`config.mk`:
```
export PLATFORM = sky130hd
export DESIGN_NAME = hss_relax
export DESIGN_NICKNAME = d
export VERILOG_FILES = /design/src/hdl/hss_pkg.sv /design/src/hdl/hss_relax.sv
export SDC_FILE = /design/constraint.sdc
export NUM_CORES = 1
export LEC_CHECK = 0
export ABC_CLOCK_PERIOD_IN_PS = 7500
export BUFFER_PORTS_ARGS = -buffer_cell sky130_fd_sc_hd__buf_4
export CORE_ASPECT_RATIO = 0.75
export CORE_MARGIN = 1.5
export CORE_UTILIZATION = 63
export DETAILED_ROUTE_END_ITERATION = 8
export GPL_ROUTABILITY_DRIVEN = 0
export PLACE_DENSITY = 0.86
export SKIP_CTS_REPAIR_TIMING = 1
export SYNTH_ARGS = -nofsm -noshare
export SYNTH_HDL_FRONTEND = slang
export SYNTH_SLANG_ARGS = --single-unit
export TNS_END_PERCENT = 10
```
`constraint.sdc`:
```
create_clock -name clk -period 7.5 [get_ports clk]
set_clock_uncertainty 0.05 [all_clocks]
set_input_delay 1.5 -clock clk [delete_from_list [all_inputs] [get_ports clk]]
set_output_delay 1.5 -clock clk [all_outputs]
set_load 0.005 [all_outputs]
```
`src/hdl/hss_pkg.sv`:
```
// Shared types and constants for the 3D heat stencil step unit.
package hss_pkg;

  localparam int VW  = 24;          // Q10.14 temperature width
  localparam int SW  = 28;          // stencil sum width
  localparam int KW  = 15;          // coefficient width with sign room
  localparam int PW  = SW + KW;     // product width
  localparam int COEF = 10922;      // 0.16666 in Q0.16
  localparam int ROUND_BIT = 16;

  localparam logic [1:0] MODE_WR_CELL = 2'd0;
  localparam logic [1:0] MODE_WR_HALO = 2'd1;
  localparam logic [1:0] MODE_STEP    = 2'd2;
  localparam logic [1:0] MODE_RD_CELL = 2'd3;

  localparam logic [2:0] REG_SIZE_X   = 3'd0;
  localparam logic [2:0] REG_SIZE_Y   = 3'd1;
  localparam logic [2:0] REG_SIZE_Z   = 3'd2;
  localparam logic [2:0] REG_SRC_X    = 3'd3;
  localparam logic [2:0] REG_SRC_Y    = 3'd4;
  localparam logic [2:0] REG_SRC_Z    = 3'd5;
  localparam logic [2:0] REG_SRC_EN   = 3'd6;

  localparam logic [2:0] PH_CENTRE = 3'd0;
  localparam logic [2:0] PH_LEFT   = 3'd1;
  localparam logic [2:0] PH_RIGHT  = 3'd2;
  localparam logic [2:0] PH_UP     = 3'd3;
  localparam logic [2:0] PH_DOWN   = 3'd4;
  localparam logic [2:0] PH_FRONT  = 3'd5;
  localparam logic [2:0] PH_BACK   = 3'd6;
  localparam logic [2:0] PH_LAST   = 3'd7;

  typedef enum logic [2:0] {
    S_IDLE,
    S_READ,
    S_CELL,
    S_MUL,
    S_WRITE
  } state_t;

  typedef enum logic [1:0] {
    SRC_GRID,
    SRC_HALO,
    SRC_SELF
  } src_t;

endpackage

```
`src/hdl/hss_relax.sv`:
```
// Relaxation arithmetic: coefficient product, rounding and saturation.
module hss_relax (
  input  logic                       clk,
  input  logic                       load,
  input  logic signed [hss_pkg::SW-1:0] sum,
  input  logic signed [hss_pkg::VW-1:0] tc,
  output logic signed [hss_pkg::VW-1:0] result
);
  import hss_pkg::*;

  logic signed [PW-1:0]   prod;
  logic signed [VW-1:0]   tc_r;
  logic signed [PW-1:0]   rnd;
  logic signed [PW-17:0]  q;
  logic signed [PW-15:0]  r;

  // Register the product so the rounding add sits in the next cycle
  always_ff @(posedge clk) begin
    if (load) begin
      prod <= PW'(sum) * PW'($signed({1'b0, KW'(COEF)}));
      tc_r <= tc;
    end
  end

  // Round half up, shift, add and saturate
  always_comb begin
    rnd = prod + PW'(1 <<< (ROUND_BIT - 1));
    q   = rnd[PW-1:ROUND_BIT];
    r   = (PW-14)'(tc_r) + (PW-14)'(q);
    if (r > (PW-14)'((1 <<< (VW-1)) - 1)) begin
      result = VW'((1 <<< (VW-1)) - 1);
    end else if (r < -(PW-14)'(1 <<< (VW-1))) begin
      result = VW'(-(1 <<< (VW-1)));
    end else begin
      result = r[VW-1:0];
    end
  end

endmodule

```
Word level (Yosys, flattened, before mapping)
Cells that the tools add are included.
{ "classes": {"n_lt_le_gt_ge": 2, "multipliers": 1, "n_addsub": 2, "muxes": 2} }
{ "ops": {"columns": ["operator", "n"], "rows": [
  ["two-way mux 24 bit", 2],
  ["adder 43 x 17 -> 43 bit (second input constant)", 1],
  ["multiplier 28 x 14 -> 42 bit (second input constant)", 1],
  ["adder 24 x 27 -> 28 bit", 1],
  ["> comparator 28 x 24 -> 1 bit (second input constant)", 1],
  ["less-than comparator 28 x 24 -> 1 bit (second input constant)", 1]
]} }
{ "totals": {"out_inout_bits": 24, "regBits": 66, "elab_cells": 9, "inputBits": 54} }

Longest topological paths before layout
Gate-level depths: netlist (run 1).
{ "logic_depth": {"depth_word": 5, "ltp_mapped": 22, "depth_no_buf": 22} }

Least setup slack after synthesis (run 1)
Ideal clock, no wire load.
{ "synth_timing": {"path_kind": "input-to-reg", "startpoint": "input port sum[9] (netlist name)", "endpoint": "register prod[42], data pin", "required_time_ps": 7188, "setup_time_ps": 262, "path_buffers": 0, "stages": 18, "path_slack_ps": 934, "t_arrival_ps": 6254, "path_cell_list": "ha_1 > ha_1 > fa_1 > fa_1 > fa_1 > inv_1 > fa_1 > inv_1 > ha_1 > a21o_1 > a21o_1 > a41o_1 > and3_1 > o22a_1 > a211o_1 > a31oi_1 > o21bai_1 > xor2_1"} }
{ "synth_between": {"elab_chain_cells": 1} }
{ "synth_lines": {"columns": ["element", "line_no", "text"], "rows": [
  ["start, declared", "hss_relax.sv:5", "input logic signed [hss_pkg::SW-1:0] sum,"],
  ["multiplier 28 x 14 -> 42 bit", "hss_relax.sv:20", "prod <= PW'(sum) * PW'($signed({1'b0, KW'(COEF)}));"],
  ["end signal, assigned", "hss_relax.sv:20", null],
  ["end, declared", "hss_relax.sv:11", "logic signed [PW-1:0] prod;"]
]} }
Every way passes these cells.
A chain may end at the register's enable or synchronous reset.

Worst setup path in the final report (run 1)
Same ends and word-level chain as after synthesis.

==> summary.md, run 1 <==
| Metric | Value |
|---|---|
| Status | `finished, final reports clean` |
| Slew HR | `0.466` |
| H-tree Lvls | `2` |
| Total Wirelength | `22.8 mm` |
| Hold Fails Final Rpt | `0` |
| Synth warn | `0` |
| Clock root buffer | `clkbuf_16` |
| Ys async rst share | `0` |
| Sequential share of the synthesized area | `0.150` |
| Largest net degree at the start of global routing | `53` |
| Crit path buffers/inverters | `3` |
| Multi-input logic area | `0.00780 mm^2` |
| EDFF count, synth | `52` |
| Via density | `5.58` |
| Num CTS Buffers | `5` |
| Hold Path Origin | `tc[20]` |
| Die X | `152 um` |
| Die H | `114 um` |
| Grt ovf | `0` |
| Setup crit end kind | `flip-flop` |
| CTS tree | `done` |
| CP max stage cell | `fa_1` |
| Storage cell area | `0.00156 mm^2` |
| I/O pin count | `78` |
| TNS Setup | `0 ns` |
| GRT Resource Usage Total | `0.273` |
| Yosys top cell area share | `0.269` |
| Crit path time final | `6.79 ns` |
| Layout cells sized above 1 | `0.0862` |
| Hold Worst Slack | `1.33 ns` |
| Worst Tran Pin Value | `0.802 ns` |
| Crit path launch type | `input port` |
| Drt first pass iters | `5` |
| Pins over their slew limit | `0` |
| Final Instance Area | `0.0114 mm^2` |
| Stages on the worst setup path | `19` |
| Vias in the first global route | `7623` |
| #FFs+latches synth | `52` |
| Synth Net Count | `1451` |
| Hold depth | `1` |
| Routed WL per cell | `17.0 um` |
| Commonest register cell after synthesis | `edfxtp_1` |
| Clock Path Buffers | `2` |
| Synth-to-Final Area Change | `9.05%` |
| Core Rows | `40` |
| Yosys cell types | `54` |
| Crit Path Max Fanout | `5` |
| Hold WC Path Type | `input port to flip-flop` |
| Remaining DRCs | `0` |
| CP peak stage delay | `0.56 ns` |
| Nets@finish | `1522` |
| Initial Util | `0.647` |
| CP arrival | `6.78 ns` |
| Routed via count | `7513` |
| Fin crit share | `0.906` |
| # setup viols final | `0` |
| Cells after Synth | `1065` |
| Top cells by area, synth | `fa_1, ha_1, edfxtp_1` |
| Max Fclk | `147 MHz` |
| Total Die Area | `0.0173 mm^2` |
| Critical Path RT | `7.49 ns` |
| Antenna violations before repair | `0` |
| Global-route wire length before repair | `36.9 mm` |
| Post-placement cell area | `0.0112 mm^2` |
| Starting DRT DRC Count | `473` |
| Mapped Avg Cell Area | `9.79 um^2` |
| Setup CP Type | `input port to flip-flop` |
| Leading area contributor after synthesis | `fa_1` |
| CTS clk-pin slew, worst paths | `0.07 ns` |
| Number of fill cells | `1163` |
| Core area | `0.0161 mm^2` |
| DP Wirelength | `19.9 mm` |
| Cell Area, Synth | `0.0104 mm^2` |
| N_diodes | `0` |
| Final ANT Viol Nets | `0` |
| Max Cap Viol | `0` |
| Crit path max-delay family | `adder cells` |
| Crit-path cells | `buf_4, ha_1, ha_1, fa_1, fa_1, fa_1, inv_1, fa_1, inv_1, ha_1, a21o_1, a21o_1, a41o_1, and3_1, o22a_1, a211o_1, a31oi_1, o21bai_1, xor2_1` |
| RSZ-0062 raised after global routing | `no` |
| PortBufs | `77` |
| Hold Path End | `tc_r[20]` |
| Most used cell, CP | `fa_1` |
| Clock Sinks | `52` |
how the worst max path moves through the flow:
stage / end / start / slack [ns]
2_1_floorplan: prod[42] / sum[9] / 0.93
3_3_place_gp: prod[42] / sum[9] / 0.60
3_5_place_dp: prod[42] / sum[9] / 0.42
4_1_cts: prod[42] / sum[9] / 0.74
5_1_grt: prod[42] / sum[9] / 0.42
6_report: prod[42] / sum[9] / 0.71
state kept, by name (all words and copies together) (netlist names):
| register | cells |
|---|---|
| prod | 28 |
| tc_r | 24 |
synth_stat cells, drive strengths merged, types with 23 or more instances:
cell / number
ha: 192
nand3: 25
xor2: 29
a21oi: 44
nor2: 36
edfxtp: 52
nand2: 46
a21o: 51
inv: 264
o21ai: 23
xnor2: 46
fa: 140
cell families (layout without fill, tap and decap cells):
group / after synthesis / after routing / synth area share
and+or+nand+nor: 153 / 153 / 0.0693
buffers and inverters: 277 / 349 / 0.102
AOI/OAI and AO/OA: 176 / 176 / 0.116
adders and majority gates: 332 / 332 / 0.499
xor gates and xnor gates: 75 / 75 / 0.0630
DFF: 52 / 52 / 0.150
per-stage QoR:
stage | instances | setup WS (ns) | utilization
finish | 1347 | 0.707 | 0.705
CTS | 1347 | 0.735 | 0.705
detailed placement | 1339 | 0.421 | 0.694
global route | 1347 | 0.422 | 0.705
floorplan | 1065 | 0.934 | -
global placement | 1339 | 0.595 | 0.694
cell usage in the layout, fill, tap and decap left out, types with 3 or more instances in the layout:
cell       synthesis  final
a211o_1            3      3
edfxtp_1          52     52
a21o_1            51     51
buf_4              2     77
a31oi_1            8      8
nor2b_1            3      3
xnor2_1           46     46
fa_1             140    140
o31a_1             3      3
nor3_1             8      8
o21a_1            10     10
nand2_1           46     46
clkbuf_16          0      5
and3_1             9      9
nor2_1            36     36
or2_2              3      3
xor2_1            29     29
inv_1            264    264
o21ai_0           21     21
o21bai_1           6      6
a221oi_1           4      4
a21oi_1           44     44
nand4_1           10     10
nand3_1           25     25
ha_1             192    192
a211oi_1           3      3
final cells by class:
type / count / share of cell area
clock buffers: 5 / 0.0110
well taps: 210 / 0.0231
flip-flops and latches: 52 / 0.137
clock inverters: 3 / 0.00440
repair buffers: 77 / 0.0509
multi-input cells: 736 / 0.686
inverters: 264 / 0.0872
metal layers:
metal	vias up	GRT usage	part of all wire
met5	-	0	0
met4	0	0.0397	0.0084
met3	17	0.0323	0.076
met2	299	0.440	0.45
met1	3572	0.409	0.47
li1	3625	-	-
Power of run 1 is left out: the tool's default activity adds up to more than one toggle a clock period on the data nets, which glitch-free logic cannot reach.
==> run 2, diff against run 1 <==
--- a/config.mk
+++ b/config.mk
@@ -13,6 +13,7 @@
 export DETAILED_ROUTE_END_ITERATION = 8
 export GPL_ROUTABILITY_DRIVEN = 0
 export PLACE_DENSITY = 0.86
+export RECOVER_POWER = 50
 export SKIP_CTS_REPAIR_TIMING = 1
 export SYNTH_ARGS = -nofsm -noshare
 export SYNTH_HDL_FRONTEND = slang
==> summary.md, run 2 (same netlist as run 1, synthesis figures left out) <==
| Metric | Value |
|---|---|
| Total Wirelength | `22.8 mm (-0.21%)` |
| Grt ovf | `0 (unchanged)` |
| RSZ-0062 raised after global routing | `no` |
| Worst Tran Pin Value | `2.63 ns (+1.83 ns)` |
| Hold depth | `1 (unchanged)` |
| Crit path max-delay family | `adder cells` |
| Storage cell area | `0.00156 mm^2 (unchanged)` |
| Nets@finish | `1522 (unchanged)` |
| Global-route wire length before repair | `36.9 mm (unchanged)` |
| Die X | `152 um (unchanged)` |
| CP arrival | `6.78 ns (about the same)` |
| GR Util met2 | `0.440 (unchanged)` |
| Stages on the worst setup path | `19 (unchanged)` |
| Largest register FFs | `28 (unchanged)` |
| GRT met3 Usage | `0.0323 (unchanged)` |
| Drt first pass iters | `4 (-1)` |
| Clock root buffer | `clkbuf_16` |
| CTS tree | `done` |
| Starting DRT DRC Count | `447 (-5.5%)` |
| Routed via count | `7531 (+0.24%)` |
| Initial Util | `0.647 (unchanged)` |
| Top Usage Layer GRT | `met2` |
| Largest reg by FF count | `prod` |
| Largest net degree at the start of global routing | `53 (unchanged)` |
| GRT Resource Usage Total | `0.273 (unchanged)` |
| Max Cap Viol | `1 (+1)` |
| N_diodes | `0 (unchanged)` |
| Crit path time final | `6.79 ns (-0.00146 ns)` |
| # setup viols final | `0 (unchanged)` |
| Antenna violations before repair | `0 (unchanged)` |
| Remaining DRCs | `0 (unchanged)` |
| Setup Slack @ Placement | `0.421 ns (unchanged)` |
| Setup crit end kind | `flip-flop` |
| TNS Setup | `0 ns (unchanged)` |
| PortBufs | `77 (unchanged)` |
| Multi-input logic area | `0.00780 mm^2 (unchanged)` |
| CP max stage cell | `fa_1` |
| Hold WC Path Type | `input port to flip-flop` |
| Num CTS Buffers | `5 (unchanged)` |
| H-tree Lvls | `2 (unchanged)` |
| Biggest regs | `prod (28), tc_r (24)` |
| Routed WL per cell | `16.9 um (-0.21%)` |
| I/O pin count | `78 (unchanged)` |
| DP Wirelength | `19.9 mm (unchanged)` |
| Max Fclk | `147 MHz (about the same)` |
| Fin crit share | `0.906 (about the same)` |
| Clock Path Buffers | `2 (unchanged)` |
| Layout cells sized above 1 | `0.0836 (-0.00264)` |
| Hold Fails Final Rpt | `0 (unchanged)` |
| Crit path launch type | `input port` |
| Commonest non-fill, non-tap cell in the layout | `inv_1` |
| Final ANT Viol Nets | `0 (unchanged)` |
| Number of fill cells | `1166 (+0.26%)` |
| Clock Sinks | `52 (unchanged)` |
| Failing checks | `max-capacitance violations, max-slew violations` |
| Vias in the first global route | `7623 (unchanged)` |
| Crit Path Max Fanout | `5 (unchanged)` |
| Crit-path cells | `buf_4, ha_1, ha_1, fa_1, fa_1, fa_1, inv_1, fa_1, inv_1, ha_1, a21o_1, a21o_1, a41o_1, and3_1, o22a_1, a211o_1, a31oi_1, o21bai_1, xor2_1` |
| Most frequent cells in the layout | `inv_1, ha_1, fa_1` |
| Critical Path RT | `7.49 ns (about the same)` |
| Hold Worst Slack | `1.35 ns (+0.0213 ns)` |
| Status | `complete, but fails checks` |
| Core area | `0.0161 mm^2 (unchanged)` |
| Crit path buffers/inverters | `3 (unchanged)` |
| Setup CP Type | `input port to flip-flop` |
| Total Die Area | `0.0173 mm^2 (unchanged)` |
| Pins over their slew limit | `53 (+53)` |
| CTS clk-pin slew, worst paths | `0.07 ns (about the same)` |
| Core Rows | `40 (unchanged)` |
| Synth-to-Final Area Change | `8.94% (about the same)` |
| Most used cell, CP | `fa_1` |
| Slew HR | `-0.755 (-1.22)` |
| Fin cells | `1347 (unchanged)` |
| CP startpoint | `sum[9]` |
| Post-Place Cells | `1339 (unchanged)` |
| Post-route setup slack | `0.709 ns (+0.00146 ns)` |
| Via density | `5.59 (+0.24%)` |
| CP peak stage delay | `0.56 ns (about the same)` |
| Die H | `114 um (unchanged)` |
| Hold Path Origin | `tc[20]` |
| M1 GR Usage | `0.409 (unchanged)` |
run 2: changes by cell type in the layout (fill, tap and decap cells not counted):
cell,before,now
buf_4,77,52
clkbuf_4,0,22
clkbuf_1,0,3
run 2: through the flow:
stage	utilization	cell area, um^2
after floorplan	-	10400
after global placement	0.694	11200
after detailed placement	0.694	11200
after CTS	0.705	11400
after global routing	0.705	11400
final	0.705	11400
run 2: metal layers:
metal | up-vias | part of all wire
met5 | - | 0
met4 | 0 | 0.0088
met3 | 17 | 0.077
met2 | 302 | 0.45
met1 | 3585 | 0.46
li1 | 3627 | -
run 2: path summary, 6_finish.rpt:
check | to | slack, ns
max | prod[42] | 0.71
min | tc_r[20] | 1.35
run 2: area by class of cell:
cell class,count,area share
multi-input cells,736,0.687
flip-flops and latches,52,0.138
inverters,264,0.0873
repair buffers,77,0.0499
well taps,210,0.0231
clock buffers,5,0.0110
clock inverters,3,0.00441
Power of run 2 is left out for the same reason.
==> run 3, diff against run 2 <==
--- a/config.mk
+++ b/config.mk
@@ -9,10 +9,11 @@
 export BUFFER_PORTS_ARGS = -buffer_cell sky130_fd_sc_hd__buf_4
 export CORE_ASPECT_RATIO = 0.75
 export CORE_MARGIN = 1.5
-export CORE_UTILIZATION = 63
+export CORE_UTILIZATION = 64
+export CTS_BUF_LIST = sky130_fd_sc_hd__clkbuf_4 sky130_fd_sc_hd__clkbuf_8 sky130_fd_sc_hd__clkbuf_16
 export DETAILED_ROUTE_END_ITERATION = 8
 export GPL_ROUTABILITY_DRIVEN = 0
-export PLACE_DENSITY = 0.86
+export PLACE_DENSITY = 0.87
 export RECOVER_POWER = 50
 export SKIP_CTS_REPAIR_TIMING = 1
 export SYNTH_ARGS = -nofsm -noshare
==> summary.md, run 3 (same netlist as run 1, synthesis figures left out) <==
| Metric | Value |
|---|---|
| Status | `complete, but fails checks` |
| Failing checks | `max-capacitance violations, max-slew violations` |
| Largest reg by FF count | `prod` |
| Biggest regs | `prod (28), tc_r (24)` |
| Hold WC Path Type | `input port to flip-flop` |
| Core Rows | `40 (unchanged)` |
| Crit path time final | `6.77 ns (-0.0246 ns)` |
| Crit path launch type | `input port` |
| Grt ovf | `0 (unchanged)` |
| Crit Path Max Fanout | `5 (unchanged)` |
| Critical path endpoint | `prod[42]` |
| Die X | `150 um (-0.77%)` |
| Largest register FFs | `28 (unchanged)` |
| CP peak stage delay | `0.60 ns (+0.04 ns)` |
| Worst Tran Pin Value | `2.79 ns (+0.153 ns)` |
| Clock Sinks | `52 (unchanged)` |
| Nets@finish | `1522 (unchanged)` |
| Remaining DRCs | `0 (unchanged)` |
| Final ANT Viol Nets | `0 (unchanged)` |
| Pins over their slew limit | `53 (unchanged)` |
| Layout cells sized above 1 | `0.0827 (-0.000807)` |
| Drt first pass iters | `5 (+1)` |
| Number of fill cells | `1106 (-5.1%)` |
| CP arrival | `6.76 ns (-0.02 ns)` |
| N_diodes | `0 (unchanged)` |
| Commonest non-fill, non-tap cell in the layout | `inv_1` |
| Clock Path Buffers | `2 (unchanged)` |
| Max Fclk | `148 MHz (+0.36%)` |
| CTS clk-pin slew, worst paths | `0.07 ns (about the same)` |
| GRT Resource Usage Total | `0.278 (+0.00505)` |
| Max Cap Viol | `1 (unchanged)` |
| Clock root buffer | `clkbuf_16` |
| Core area | `0.0160 mm^2 (-0.93%)` |
| Global-route wire length before repair | `37.5 mm (+1.5%)` |
| GR Util met2 | `0.443 (+0.00312)` |
| Hold Fails Final Rpt | `0 (unchanged)` |
| Setup CP Type | `input port to flip-flop` |
| TNS Setup | `0 ns (unchanged)` |
| PortBufs | `77 (unchanged)` |
| Vias in the first global route | `7728 (+1.4%)` |
| Stages on the worst setup path | `19 (unchanged)` |
| CP startpoint | `sum[7]` |
| Via density | `5.67 (+1.4%)` |
| CP max stage cell | `fa_1` |
| Crit path max-delay family | `adder cells` |
| Synth-to-Final Area Change | `9.04% (about the same)` |
| Die H | `114 um (-0.76%)` |
| Setup crit end kind | `flip-flop` |
| Most used cell, CP | `fa_1` |
| CTS tree | `done` |
| Starting DRT DRC Count | `430 (-3.8%)` |
| Num CTS Buffers | `5 (unchanged)` |
| Most frequent cells in the layout | `inv_1, ha_1, fa_1` |
| # setup viols final | `0 (unchanged)` |
| Crit-path cells | `buf_4, ha_1, ha_1, fa_1, fa_1, fa_1, inv_1, fa_1, inv_1, ha_1, a21oi_1, o31ai_1, a41o_1, and3_1, o22a_1, a211o_1, a31oi_1, o21bai_1, xor2_1` |
| Crit path buffers/inverters | `3 (unchanged)` |
| RSZ-0062 raised after global routing | `no` |
| Fin crit share | `0.902 (-0.00328)` |
| I/O pin count | `78 (unchanged)` |
| Critical Path RT | `7.49 ns (about the same)` |
| Largest net degree at the start of global routing | `53 (unchanged)` |
| Slew HR | `-0.857 (-0.102)` |
| GRT met3 Usage | `0.0484 (+0.0161)` |
| DP Wirelength | `19.7 mm (-1.1%)` |
| H-tree Lvls | `2 (unchanged)` |
| Initial Util | `0.653 (+0.00608)` |
| Total Wirelength | `23.0 mm (+1.1%)` |
| Total Die Area | `0.0171 mm^2 (-1.5%)` |
| Antenna violations before repair | `0 (unchanged)` |
| M1 GR Usage | `0.405 (-0.00394)` |
| Routed WL per cell | `17.1 um (+1.2%)` |
| Top Usage Layer GRT | `met2` |
| Routed via count | `7629 (+1.3%)` |
[run 3: layout make-up]
type | instances | area, um^2 | area share
multi-input combinational | 736 | 7800 | 0.686
sequential | 52 | 1560 | 0.137
inverter | 264 | 991 | 0.0872
timing repair buffer | 77 | 567 | 0.0499
tap | 210 | 263 | 0.0231
clock buffer | 5 | 125 | 0.0110
clock inverter | 2 | 60.1 | 0.00529
[run 3: layer usage]
| metal | wire length [um] | up-vias |
|---|---|---|
| met3 | 2190 | 23 |
| li1 | - | 3630 |
| met5 | 0 | - |
| met1 | 10300 | 3643 |
| met4 | 289 | 0 |
| met2 | 10300 | 333 |
[run 3: worst min path at each step]
stage,startpoint,cells past startpoint,slack [ns],end
2_1_floorplan,tc[0],0,1.55,tc_r[0]
3_3_place_gp,tc[20],1,1.63,tc_r[20]
3_5_place_dp,tc[1],1,1.63,tc_r[1]
4_1_cts,tc[19],1,1.33,tc_r[19]
5_1_grt,tc[20],1,1.34,tc_r[20]
6_report,tc[23],1,1.35,tc_r[23]
[run 3: per-stage QoR]
stage	std cells	util	area (um^2)	worst slack [ns]	hold WS (ns)
floorplan	1065	-	10400	0.934	1.55
global placement	1339	0.701	11200	0.612	1.63
detailed placement	1339	0.701	11200	0.451	1.63
CTS	1346	0.712	11400	0.769	1.33
global route	1346	0.712	11400	0.471	1.34
finish	1346	0.712	11400	0.733	1.35
Power of run 3 is left out for the same reason.
